### config.mk
export PLATFORM = sky130hd
export DESIGN_NAME = vcsa_cmd_fifo
export DESIGN_NICKNAME = d
export VERILOG_FILES = /design/src/rtl/vcsa_pkg.sv /design/src/rtl/vcsa_cmd_fifo.sv
export SDC_FILE = /design/constraint.sdc
export NUM_CORES = 1
export LEC_CHECK = 0
export BUFFER_PORTS_ARGS = -buffer_cell sky130_fd_sc_hd__buf_2
export CORE_MARGIN = 1
export CORE_UTILIZATION = 57
export CTS_CLUSTER_SIZE = 30
export DETAILED_ROUTE_END_ITERATION = 8
export HOLD_SLACK_MARGIN = 0.06
export PLACE_DENSITY = 0.9
export RECOVER_POWER = 100
export SLEW_MARGIN = 20
export SYNTH_ARGS = -nofsm -noshare
export SYNTH_HDL_FRONTEND = slang
export SYNTH_SLANG_ARGS = --single-unit
### constraint.sdc
create_clock -name clock -period 5 [get_ports clock]
set_input_delay 0.25 -clock clock [delete_from_list [all_inputs] [get_ports clock]]
set_output_delay 0.25 -clock clock [all_outputs]
set_load 0.01 [all_outputs]
### src/rtl/vcsa_pkg.sv
// ----------------------------------------------------------------------------
// vcsa_pkg
// Shared widths, codes and types of the Voronoi centroid span accumulator.
// ----------------------------------------------------------------------------
`default_nettype none

package vcsa_pkg;

   localparam int MAX_GENERATORS = 4096;
   localparam int MAX_WIDTH      = 4096;
   localparam int MAX_HEIGHT     = 4096;

   // field widths
   localparam int OP_W        = 2;
   localparam int GEN_W       = 12;
   localparam int DENS_W      = 16;
   localparam int DIM_W       = 13;
   localparam int POS_W       = 12;
   localparam int SPAN_MASS_W = 28;
   localparam int SPAN_XMOM_W = 40;
   localparam int MASS_W      = 40;
   localparam int MOM_W       = 52;
   localparam int XPROD_W     = POS_W + DENS_W;
   localparam int YPROD_W     = POS_W + SPAN_MASS_W;

   // one carry bit above the stored width for saturation
   localparam int MASS_SUM_W  = MASS_W + 1;
   localparam int MOM_SUM_W   = MOM_W + 1;

   localparam int GEN_AW      = $clog2(MAX_GENERATORS);

   localparam int CMDQ_DEPTH  = 4;
   localparam int CMDQ_AW     = $clog2(CMDQ_DEPTH);

   localparam int CSR_IDX_W   = 2;

   localparam logic [DIM_W-1:0] IMAGE_WIDTH_RESET  = DIM_W'(4096);
   localparam logic [DIM_W-1:0] IMAGE_HEIGHT_RESET = DIM_W'(4096);

   // input opcodes
   localparam logic [OP_W-1:0] OP_PIXEL      = 2'd0;
   localparam logic [OP_W-1:0] OP_READ       = 2'd1;
   localparam logic [OP_W-1:0] OP_READ_CLEAR = 2'd2;

   // configuration register indexes
   localparam logic [CSR_IDX_W-1:0] CSR_IMAGE_WIDTH  = 2'd0;
   localparam logic [CSR_IDX_W-1:0] CSR_IMAGE_HEIGHT = 2'd1;

   typedef enum logic [1:0] {
      CMD_ADD,
      CMD_READ,
      CMD_READ_CLEAR
   } cmd_kind_type;

   // one entry of the queue between span tracker and accumulator
   typedef struct packed {
      cmd_kind_type             kind;
      logic [GEN_W-1:0]         label;
      logic [POS_W-1:0]         row;
      logic [SPAN_MASS_W-1:0]   mass;
      logic [SPAN_XMOM_W-1:0]   xmom;
   } cmd_type;

   // one accumulator memory word
   typedef struct packed {
      logic [MASS_W-1:0] mass;
      logic [MOM_W-1:0]  xmom;
      logic [MOM_W-1:0]  ymom;
   } store_type;

   localparam int STORE_W = $bits(store_type);

endpackage

`default_nettype wire

### src/rtl/vcsa_cmd_fifo.sv
// ----------------------------------------------------------------------------
// vcsa_cmd_fifo
// Short command queue between the span tracker and the accumulator.
// ----------------------------------------------------------------------------
`default_nettype none

module vcsa_cmd_fifo (
   input  wire logic        clock,
   input  wire logic        reset,
   input  wire logic        push,
   input  wire vcsa_pkg::cmd_type push_data,
   output logic             full,
   input  wire logic        pop,
   output logic             empty,
   output vcsa_pkg::cmd_type pop_data
);

   import vcsa_pkg::*;

   cmd_type              entry_ff [CMDQ_DEPTH];
   logic [CMDQ_AW-1:0]   wr_ptr_ff, wr_ptr_in;
   logic [CMDQ_AW-1:0]   rd_ptr_ff, rd_ptr_in;
   logic [CMDQ_AW:0]     count_ff, count_in;
   logic                 do_push, do_pop;

   assign full     = count_ff == (CMDQ_AW+1)'(CMDQ_DEPTH);
   assign empty    = count_ff == '0;
   assign pop_data = entry_ff[rd_ptr_ff];
   assign do_push  = push && !full;
   assign do_pop   = pop && !empty;

   always_comb begin
      wr_ptr_in = do_push ? wr_ptr_ff + CMDQ_AW'(1) : wr_ptr_ff;
      rd_ptr_in = do_pop  ? rd_ptr_ff + CMDQ_AW'(1) : rd_ptr_ff;
      count_in  = count_ff;
      if (do_push && !do_pop) begin
         count_in = count_ff + (CMDQ_AW+1)'(1);
      end else if (do_pop && !do_push) begin
         count_in = count_ff - (CMDQ_AW+1)'(1);
      end
   end

   always_ff @(posedge clock) begin
      if (reset) begin
         wr_ptr_ff <= '0;
         rd_ptr_ff <= '0;
         count_ff  <= '0;
      end else begin
         wr_ptr_ff <= wr_ptr_in;
         rd_ptr_ff <= rd_ptr_in;
         count_ff  <= count_in;
      end
      if (do_push) begin
         entry_ff[wr_ptr_ff] <= push_data;
      end
   end

endmodule

`default_nettype wire

==> results of run 1 <==
## registers in the layout (all words and copies together) (netlist names), named ones only
name,flops
wr_ptr_ff,2
rd_ptr_ff,2
count_ff,3
entry_ff,376
## metrics by stage
stage / cell area (um2) / util [%] / std cells
finish: 17300 / 71.3 / 1202
detailed placement: 15300 / 63.1 / 1040
floorplan: 14100 / - / 539
global route: 17300 / 71.3 / 1201
CTS: 17500 / 72.3 / 1201
global placement: 15300 / 63.1 / 1040
## tightest hold or removal path, stage by stage
cell and delay [ps]:
buf_2 90, inv_1 70, or3_1 120, a21oi_1 70
## cell usage after synthesis (all sizes together), types with 4 or more instances
cell type / count
nor2: 6
xor2: 4
mux4: 94
dfxtp: 9
buf: 21
inv: 4
edfxtp: 376
ha: 5
and2: 4
## logic make-up after synthesis
logic type / after synthesis / synth area share, %
AO/OA/AOI/OAI: 6 / 0.258
XOR/XNOR: 4 / 0.249
adder cells (fa/ha/maj): 6 / 0.586
buffers and inverters: 26 / 1.70
flip-flops: 385 / 81.4
multiplexers: 96 / 15.2
AND/OR/NAND/NOR: 16 / 0.604
## metal layers
metal  vias up  global-route usage [%]  part of all wire, %
met5         -                       0                    0
met4         0                    5.42                  1.7
met3        39                    5.81                  7.8
met2       267                    35.6                   49
met1      3481                    31.2                   41
li1       2939                       -                    -
## cell type report
cell class / count / area (um2)
sequential: 385 / 11500
tap: 324 / 405
inverter: 4 / 15.0
clock inverter: 26 / 333
multi-input combinational: 128 / 2380
clock buffer: 40 / 937
timing repair buffer: 294 / 1730
antenna: 1 / 2.50
fill: 1500 / 6960
## final timing paths
| kind | endpoint | from | cells past startpoint | slack, ps |
|---|---|---|---|---|
| max | entry_ff[0][26]$_DFFE_PP_ | count_ff[0]$_SDFFE_PP0P_ | 4 | 1240 |
| min | wr_ptr_ff[0]$_SDFFE_PP0P_ | push | 4 | 140 |
| max reg2reg | entry_ff[0][26]$_DFFE_PP_ | count_ff[0]$_SDFFE_PP0P_ | 4 | 1240 |
| min reg2reg | wr_ptr_ff[1]$_SDFFE_PP0P_ | wr_ptr_ff[1]$_SDFFE_PP0P_ | 2 | 530 |
## power by group through the flow
stage / registers [W] / clock network (W) / logic (W)
floorplan: 0.00402 / 0 / 0.00135
global placement: 0.00416 / 0 / 0.00173
detailed placement: 0.00418 / 0 / 0.00174
CTS: 0.00412 / 0.00294 / 0.00182
global route: 0.00417 / 0.00306 / 0.00184
finish: 0.00412 / 0.00290 / 0.00172
## cell usage in the layout (no fill, tap or decap), drive strengths merged
cell,netlist,layout
edfxtp,376,376
clkbuf,1,230
dlygate4sd3,0,95
mux4,94,94
clkinv,0,14
dfxtp,9,9
buf,21,9
bufinv,0,8
nor2,6,6
inv,4,6
ha,5,5
xor2,4,4
and2,4,4
o21ai,2,2
or3,2,2
a21oi,2,2
mux2i,2,2
nand2b,2,2
clkinvlp,0,2
diode,0,1
nor3b,1,1
nor3,1,1
o31ai,1,1
o311ai,1,1
fa,1,1
==> results.md, run 1 <==
Status:
- The run finished, with violations left.
- The checks that failed: capacitance limit, slew limit.

Clock network:
- Clock latency on the worst-skew pair, taken at its later pin, is 520 ps.
- The cell chosen for the clock root is clkbuf_16.
- The maximum root-to-sink buffer count is 3.
- The clock drives 385 sinks.
- The number of buffers inserted by hold repair at cts is 95.
- The number of H-tree branching levels is 2.
- The number of clock buffers added by TritonCTS is 37.
- The clock tree from TritonCTS is built.
- The number of buffers inserted to repair setup after CTS is 0.
- The clock transition at the registers of the reported paths is 60 ps.
- The post-cts repair resize count is 0.

Logic synthesis:
- The flip-flop and latch count after synthesis is between 300 and 400.
- The distinct cell type count of the synthesized netlist is 24.
- The post-synth net total is 643.
- In this run the cell area of the synthesized design comes to between 10000 and 15000 um2.
- For this run, the register share of the synthesized area comes to 81.4%.
- The number of warnings printed during yosys synthesis is 0.
- The library cell with the largest summed area after synthesis is edfxtp_1.
- The average size of a mapped cell is 26.1 um2.
- After synthesis, the share of flip-flops with an asynchronous set or reset is 0%.
- After technology mapping, the gate count stands at about 540.
- The proportion of netlist area held by the largest area contributor is roughly 80%.
- In the synthesized netlist the dominant register cell turns out to be edfxtp_1.
- After synthesis, the cell types taking the most area are edfxtp_1 80%, mux4_2 15%, dfxtp_1 1.3%.
- The synthesized design contains 376 enable-type register cells.

Placement:
- The post-placement setup slack is 2220 ps.
- At the end of routability-driven placement, the weighted congestion stood at 0.711.
- Detailed placement ended at an HPWL of 14800 um.
- Input and output buffers added on the ports amount to between 150 and 200.

Critical path:
- STA classifies the critical path startpoint as a flip-flop.
- The maximum fanout encountered on the critical timing path is a little over 60.
- The largest delay contributor family on the critical path is buffers and inverters.
- For the worst setup path, the data required time is 5090 ps.
- For this run, the slowest stage of the critical path takes ~1500 ps.
- The nature of the critical path endpoint is a flip-flop.
- For this design, the slowest cell found on the critical path is clkbuf_1.
- The startpoint-to-endpoint class of the critical path is flip-flop to flip-flop.
- For the worst setup path, the data arrival time is 3850 ps.
- The sum of buffers and inverters on the critical path is 1.
- Walking the worst path, the cells encountered are nor3b_1 > nor2_1 > and2_4 > clkbuf_1.

Power and ir drop:
- The static leakage is 5.44 nW.
- The total power draw is just under 0.009 W.
- The power per cell area is just over 500 nW/um2.
- Of the total power, combinational logic draws 19.7%.
- For this design the total switching power over the nets is between 0.002 and 0.0025 W.
- The part of the total power dissipated in sequential elements is 47.1%.
- In this run switching power makes up 25.8% of total power.
- The fraction of power consumed by the clock network is 33.2%.
- The internal cell power is 0.00649 W.
- Across the VDD grid, the largest voltage drop is between 200 and 300 uV.

STA:
- The slack of the critical path is 1240 ps.
- The count of pins over their slew limit is 289.
- Static timing analysis puts the maximum clock frequency at 266 MHz.
- The final hold violation count is 0.
- The actual transition at the worst max-transition pin is 2030 ps.
- Setup repair after global routing left no endpoint under its margin.
- The worst setup skew after layout is around 25 ps.
- The worst path uses 75.2% of the clock period.
- The setup total negative slack is 0 ps.
- The worst slew margin relative to its limit is -35.6%.
- The hold slack is approximately 140 ps.
- The number of endpoints failing setup at the final stage is 0.
- After layout, the minimum clock period comes to 3760 ps.

Floorplan:
- The floorplan step defined a die boundary enclosing 25300 um2.
- The number of placed I/O pins is between 150 and 200.
- The die is 159 um wide.
- Once the floorplan was initialized, standard cells occupied 58.1% of the core.
- The die outline height is 159 um.
- The region available for standard cell placement spans 24200 um2.
- Row generation in the floorplan step produced 57 rows.

Detailed routing:
- After detailed routing, the total wire length is 27500 um.
- Dividing the detail-routed via count by the number of cells gives 5.60.
- The routed via count is 6726.
- The remaining antenna violation count after routing is 0.
- In the final routed layout, each cell accounts on average for 22.9 um.
- The first TritonRoute pass finished after 5 iterations.
- After the first detailed-routing iteration, the DRC count stood at a little over 600.
- For this run, design rule violations remaining after detail routing come to 0.

GRT:
- The via count of the first global-routing pass was 7090.
- The initial antenna violation count is 0.
- The first global-routing pass estimated around 42000 um of wire.
- Global routing used 22.2% of the available tracks.
- Entering global routing, the biggest net connects 71 pins.
- The residual overflow from global routing is 0.

Layout:
- The number of nets in the finished design is 954.
- The fraction of final layout cells sized beyond drive strength 1 is 18.8%.
- The area growth from synthesis to layout is 22.7%.

Flow run:
- The max capacitance violation total is 5.

Min path:
- The class of the tightest hold or removal check is input port to flip-flop.
Power figures use the tool's default switching activity.
==> run 2: changes to the inputs <==
CORE_UTILIZATION = 51   (was 57)
PLACE_DENSITY = 0.86   (was 0.9)
clock period = 3.1 ns   (was 5 ns; I/O delays follow)
==> run 2 against run 1 <==
The flow now finishes without violations. Cell count rose by 2.9%. Register-to-register slack got worse by 660 ps. Combinational power rose by 76%. Worst hold slack got worse by 54 ps. Count of clock-buffer cells in the layout rose by 9. Global-route usage fell by 2.6 points. Largest cell class unchanged. Highest routed layer unchanged.
==> results.md, run 2 (synthesized netlist as in run 1, its figures left out) <==
Clock network:
- The number of buffers inserted during clock tree synthesis was 39 (+5.4%).
- The root buffer cell chosen for the clock tree is clkbuf_16.
- The clock transition at the registers of the reported paths was 60 ps (about the same).
- The number of buffers inserted to repair setup after CTS is 0 (unchanged).
- The worst-skew pair later-pin latency is 520 ps (about the same).
- The number of clock sinks came to 385 (unchanged).
- The number of H-tree branching levels is 2 (unchanged).
- The maximum root-to-sink buffer count came to 3 (unchanged).
- TritonCTS built the clock tree.

Detailed routing:
- The remaining antenna violation count after routing was 0 (unchanged).
- The wire length on met2 is 13700 um (+1.1%).
- The via density per instance was 5.43 (-3.0%).
- The routed length per instance is 22.0 um (-3.8%).
- The routed length on met1 is 11200 um (-1.6%).
- The final wirelength is 27200 um (-0.98%).
- The total iterations of the first detailed-routing run is 4 (-1).
- The routed via count is 6717 (-0.13%).
- The detailed route wirelength on metal3 is 1810 um (-16%).
- The number of DRC violations after detailed-routing iteration 0 is 640 (+5.8%).
- The DRC violation count after routing is 0 (unchanged).
- Routed signal wires occupy layers up through met4.

Critical path:
- The sum of buffers and inverters on the critical path is 2 (+1).
- The kind of cell with the highest combined delay along the critical path is buffers and inverters.
- The data arrival time at the worst-slack endpoint is 2430 ps (-1420 ps).
- The maximum fanout encountered on the critical timing path is 31 (-50%).
- The critical path data required time is 2940 ps (-2150 ps).
- The nature of the critical path endpoint is an output port.
- The delay of the slowest cell on the worst path was 640 ps (-890 ps).
- The type of element launching the critical path is a flip-flop.
- Walking the worst path, the cells encountered are clkbuf_4 > mux4_2 > clkbuf_1.
- On the critical path, the stage with the largest delay is an instance of clkbuf_4.
- The startpoint-to-endpoint class of the critical path is flip-flop to output port.

Power and ir drop:
- The internal cell power came to 0.0105 W (+62%).
- The switching power share of the total is 25.9% (+0.12 points).
- The power per cell area is 807 nW/um2 (+60%).
- The fraction of power consumed by the clock network is 33.3% (about the same).
- The switching power of the nets came to 0.00366 W (+63%).
- The highest ir drop seen on vdd came to 613 uV (+110%).
- The part of the total power dissipated in sequential elements was 45.4% (-1.7 points).
- The static leakage is 5.54 nW (+2.0%).
- The combinational power share came to 21.4% (+1.7 points).

Layout:
- The final cell count without fillers is 1237 (+2.9%).
- The fraction of final layout cells sized beyond drive strength 1 is 20.2% (+1.4 points).
- The number of nets in the finished design is 967 (+1.4%).
- The register with the most flip-flops in the final layout is entry_ff.
- The number of filler instances in the final layout was 1826 (+22%).
- The area growth from synthesis to layout is 24.4%.
- The top cell types in the final layout, fill and taps aside, are 376 x edfxtp_1, 193 x clkbuf_1, 96 x dlygate4sd3_1, 94 x mux4_2, 40 x clkbuf_16.
- In the final layout, the registers with the most flip-flops are entry_ff (376), count_ff (3).
- The number of flip-flops under the largest register name was 376 (unchanged).
- The most common cell after layout, fill and taps aside is edfxtp_1.

Placement:
- The total placed cells including tap cells was 1067 (+2.6%).
- The count of buffers inserted at the top-level ports came to 193 (unchanged).
- The post-DP HPWL came to 15100 um (+1.8%).
- The weighted congestion reported at the end of routability-driven placement is 0.693 (-2.6%).

Flow run:
- The max capacitance violation total is 0 (-5).

Floorplan:
- The floorplan row count came to 60 (+5.3%).
- The floorplan die area is 28300 um2 (+12%).
- The initial cell density of the core was 52.1% (-6.0 points).
- The die outline height was 168 um (+5.6%).
- The floorplan die width is 168 um (+5.6%).
- The number of placed I/O pins came to 194 (unchanged).
- The placeable core region is 27000 um2 (+11%).

STA:
- Based on the critical path, the design can be clocked at up to ~390 MHz.
- The share of the clock period used by the worst path is 83.3%.
- The count of pins over their slew limit is 0 (-100%).
- The worst setup skew after layout is 11.2 ps (-14.2 ps).
- Counting I/O delays and the setup requirement, the final critical path takes approximately 2600 ps.
- The actual transition at the worst max-transition pin is 1100 ps (-931 ps).
- The final hold violation count is 0 (unchanged).
- The worst slew margin relative to its limit is 26.5% (+62 points).
- The number of endpoints failing setup at the final stage is 0 (unchanged).
- Setup repair after global routing left no endpoint under its margin.
- The setup total negative slack is 0 ps (unchanged).

GRT:
- The initial antenna violation count was 2 (+2).
- The residual overflow from global routing is 0 (unchanged).
- The combined global-route utilization of all metal layers is 19.6% (-2.6 points).
- The largest net degree at the start of global routing came to 44 (-38%).
- The via count of the first global-routing pass came to 7063 (-0.38%).
- The global-route wire length before repair is 41200 um (-2.0%).

Min path:
- The worst hold path belongs to the class input port to flip-flop.

Status:
- The flow ran to the end, and the final reports show no timing, DRC or antenna violations.
-- run 2: cell count changes in the layout (fill, tap and decap cells not counted), sizes merged --
| cell | change |
|---|---|
| clkbuf | +7 |
| bufinv | -3 |
| inv | -1 |
| diode | +1 |
| buf | +12 |
| dlygate4sd3 | +1 |
| clkinvlp | +1 |
-- run 2: cell type report --
cell class                      count  area (um2)  share of cell area [%]
Clock inverter                     23         260                    1.48
Timing Repair Buffer              305        1910                    10.9
Multi-Input combinational cell    128        2380                    13.6
Clock buffer                       49        1050                    6.02
Inverter                            4        15.0                  0.0857
Tap cell                          341         427                    2.43
Sequential cell                   385       11500                    65.5
Antenna cell                        2        5.00                  0.0286
-- run 2: timing repair --
item | in CTS | in global routing
resized for setup | 0 | 0
hold endpoints to repair | 385 | 0
setup endpoints to repair | 0 | 0
hold buffers | 96 | 0
-- run 2: metrics by stage --
step / worst slack (ps) / instance area, um2 / util [%] / hold slack (ps) / power, W
floorplan: 627 / 14100 / - / 254 / 0.00864
global placement: 854 / 15500 / 57.3 / 367 / 0.00957
detailed placement: 764 / 15500 / 57.3 / 370 / 0.00963
CTS: 655 / 17800 / 65.7 / 71.4 / 0.0144
global route: 309 / 17500 / 64.8 / 96.0 / 0.0147
finish: 519 / 17500 / 64.9 / 89.2 / 0.0141
-- run 2: power by group through the flow --
stage | Clock [W] | Combinational, W | Sequential [W]
after global routing | 0.00498 | 0.00325 | 0.00646
after detailed placement | 0 | 0.00311 | 0.00652
after floorplan | 0 | 0.00218 | 0.00646
after global placement | 0 | 0.00308 | 0.00649
after CTS | 0.00479 | 0.00322 | 0.00642
final | 0.00471 | 0.00302 | 0.00642
-- run 2: worst paths after layout --
check / end / slack [ps] / start / cells after the start
worst max-delay path: pop_data[43] / 520 / flip-flop / 3
worst min-delay path: rd_ptr_ff[0]$_SDFFE_PP0P_ / 90 / pop / 4
worst max register to register: entry_ff[1][48]$_DFFE_PP_ / 580 / count_ff[0]$_SDFFE_PP0P_ / 4
worst min register to register: wr_ptr_ff[1]$_SDFFE_PP0P_ / 530 / wr_ptr_ff[1]$_SDFFE_PP0P_ / 2
-- run 2: metal layers --
metal,up-vias,track usage (%)
met5,-,0
li1,2973,-
met3,49,4.47
met2,257,33.3
met1,3438,25.9
met4,0,5.42
-- run 2: worst min-delay path, delay by kind of cell --
| kind | cells | cell delay (ps) |
|---|---|---|
| AO/OA/AOI/OAI | 1 | 110 |
| XOR/XNOR | 1 | 100 |
| buffers and inverters | 1 | 110 |
| AND/OR/NAND/NOR | 1 | 90 |
==> run 3: changes to the inputs <==
clock period = 2.3 ns   (was 3.1 ns; I/O delays follow)
==> run 3 against run 2 <==
Sequential cell count unchanged. Clock skew decreased by 3.4 ps. Critical path type unchanged. Non-clock buffer count increased by 2. Die area unchanged. Global-route usage decreased by 0.41 points. Worst hold slack improved by 310 ps. Cell count decreased by 0.32%. Design area fell by 0.19%. Total power is 32% higher. Count of clock-buffer cells in the layout increased by 4.
==> results.md, run 3 (synthesized netlist as in run 1, its figures left out) <==
Layout:
- The number of flip-flops under the largest register name is 376 (unchanged).
- The area occupied by multi-input gates is 2390 um2 (+0.37%).
- More flip-flops sit in one register than any other, and that register is entry_ff.
- The number of nets in the finished design is 969 (+0.21%).
- The largest registers in the layout are entry_ff (376), count_ff (3).
- The area taken by flip-flops and latches was 11500 um2 (about the same).
- Leaving out fill and tap cells, the most frequent cell in the layout is edfxtp_1.
- In the layout the commonest cells are 376 x edfxtp_1, 152 x clkbuf_1, 97 x dlygate4sd3_1, 94 x mux4_2, 45 x clkbuf_2.
- The area growth from synthesis to layout is 24.2%.
- The fraction of final layout cells sized beyond drive strength 1 is 24.6% (+4.3 points).
- The number of filler instances in the final layout is 1808 (-0.99%).

GRT:
- The via count of the first global-routing pass is 7276 (+3.0%).
- The largest net degree at the start of global routing was 62 (+41%).
- The global-route wire length before repair is 40800 um (-0.92%).
- The layer carrying the most global-route usage is met2.
- The met2 track demand over resource came to 32.6% (-0.63 points).
- The met3 layer usage reported by global route is 4.09% (-0.38 points).
- The met1 track utilization from global routing was 25.3% (-0.50 points).
- The combined global-route utilization of all metal layers is 19.2% (-0.41 points).
- The residual overflow from global routing was 0 (unchanged).
- The initial antenna violation count is 1 (-1).

STA:
- The shortest period the worst path allows is 2190 ps.
- The number of endpoints failing setup at the final stage is 0 (unchanged).
- The actual transition at the worst max-transition pin is 490 ps (-613 ps).
- The worst setup skew after layout is 7.72 ps (-3.45 ps).
- The setup total negative slack is 0 ps (unchanged).
- The worst slew margin relative to its limit was 66.9% (+40 points).
- The count of pins over their slew limit is 0 (unchanged).
- Setup repair after global routing could not meet its margin everywhere.
- The maximum clock frequency is approximately 460 MHz.
- The hold slack is 399 ps (+310 ps).
- The final hold violation count is 0 (unchanged).
- In the finished design, the share of the clock period the worst path needs comes to 95.3%.
- The slack of the critical path is 107 ps (-411 ps).

Detailed routing:
- The remaining antenna violation count after routing was 0 (unchanged).
- The total iterations of the first detailed-routing run is 4 (unchanged).
- The routed length per instance is 21.5 um (-2.2%).
- The final wirelength is 26600 um (-2.5%).
- The DRC violation count after routing is 0 (unchanged).
- The via density per instance is 5.42 (-0.27%).
- The number of DRC violations after detailed-routing iteration 0 is 443 (-31%).
- The routed via count is 6677 (-0.60%).

Floorplan:
- The placeable core region was 27000 um2 (unchanged).
- The number of placed I/O pins was 194 (unchanged).
- The floorplan row count is 60 (unchanged).
- The floorplan die width was 168 um (unchanged).
- The initial cell density of the core is 52.1% (unchanged).
- The floorplan die area is 28300 um2 (unchanged).
- The die outline height is 168 um (unchanged).

Critical path:
- The logic depth of the worst setup path including buffers is 3 (unchanged).
- The critical path data required time is 2180 ps (-760 ps).
- The path depth of the worst reg2reg path is 5 (+1).
- STA classifies the critical path endpoint as an output port.
- The capture point of the critical path is pop_data[60].
- The sum of buffers and inverters on the critical path came to 2 (unchanged).
- The maximum fanout encountered on the critical timing path is 30 (-3.2%).
- The type of element launching the critical path is a flip-flop.
- The register-to-register path setup slack is 170 ps (-410 ps).
- Traced cell by cell, the critical path runs through buf_12 > mux4_2 > buf_2.
- The worst reg2reg path endpoint is entry_ff[2][49]$_DFFE_PP_.
- The delay of the slowest cell on the worst path is 580 ps (-60 ps).
- The startpoint of the worst-slack reg-to-reg timing path is count_ff[1]$_SDFFE_PP0P_.
- Among cell families on the critical path, the largest total delay comes from multiplexers.
- The data arrival time at the worst-slack endpoint is 2080 ps (-350 ps).
- The cell at the slowest stage of the critical path is mux4_2.
- The worst setup path is of the flip-flop to output port kind.

Clock network:
- The maximum root-to-sink buffer count is 3 (unchanged).
- The clock tree from TritonCTS is built.
- The number of buffers inserted during clock tree synthesis is 39 (unchanged).
- The clock transition at the registers of the reported paths is 60 ps (about the same).
- The cell chosen for the clock root is clkbuf_16.
- The number of H-tree branching levels is 2 (unchanged).
- The number of buffers inserted to repair setup after CTS is 0 (unchanged).
- The number of clock sinks is 385 (unchanged).
- The worst-skew pair later-pin latency is 510 ps (about the same).

Min path:
- The tightest min-delay check is of the input port to flip-flop type.

Placement:
- The weighted congestion reported at the end of routability-driven placement is 0.743 (+7.2%).
- The post-placement setup slack came to 159 ps (-606 ps).
- The post-DP HPWL is 15300 um (+1.4%).
- The count of buffers inserted at the top-level ports is 193 (unchanged).

Flow run:
- The max capacitance violation total is 0 (unchanged).

Power and ir drop:
- The total power draw was 0.0187 W (+32%).
- The highest ir drop seen on vdd came to 936 uV (+53%).
- The static leakage came to 5.64 nW (+1.7%).
- The power per cell area is 1070 nW/um2 (+33%).

Status:
- The run finished with clean final reports.
run 3: cell type report:
| cell class | instances | share of cell area (%) |
|---|---|---|
| Clock inverter | 14 | 0.679 |
| Tap cell | 341 | 2.44 |
| Inverter | 4 | 0.0858 |
| Clock buffer | 53 | 6.12 |
| Timing Repair Buffer | 307 | 11.4 |
| Sequential cell | 385 | 65.6 |
| Multi-Input combinational cell | 128 | 13.7 |
| Antenna cell | 1 | 0.0143 |
run 3: where the power goes:
part	switching [W]	internal, W	total (W)
clock	0.00239	0.00348	0.00587
sequential	0.000236	0.00843	0.00867
combinational	0.00216	0.00203	0.00419
total	0.00479	0.0139	0.0187
run 3: layer usage:
| metal | wire length (um) | vias to the layer above |
|---|---|---|
| met3 | 1600 | 39 |
| met5 | 0 | - |
| met2 | 13500 | 228 |
| li1 | - | 2970 |
| met4 | 475 | 0 |
| met1 | 11000 | 3440 |
run 3: how the worst min path moves through the flow:
| stage | start | end | cells after the start |
|---|---|---|---|
| floorplan | push_data[0] | entry_ff[0][0]$_DFFE_PP_ | 0 |
| global placement | push_data[74] | entry_ff[3][74]$_DFFE_PP_ | 1 |
| detailed placement | push_data[93] | entry_ff[3][93]$_DFFE_PP_ | 1 |
| CTS | push_data[93] | entry_ff[3][93]$_DFFE_PP_ | 2 |
| global route | push_data[83] | entry_ff[1][83]$_DFFE_PP_ | 2 |
| finish | push_data[83] | entry_ff[1][83]$_DFFE_PP_ | 2 |
run 3: stage by stage:
step                cell area (um2)  std cells  util, %
CTS                           17700       1232     65.7
detailed placement            15600       1068     57.7
global route                  17500       1232     64.7
global placement              15600       1068     57.7
finish                        17500       1233     64.7
floorplan                     14100        539        -
run 3: timing repair:
action	in CTS	in global routing
gates resized for setup	0	3
endpoints found under the hold margin	385	0
hold buffers	97	0
setup endpoints to repair	0	4
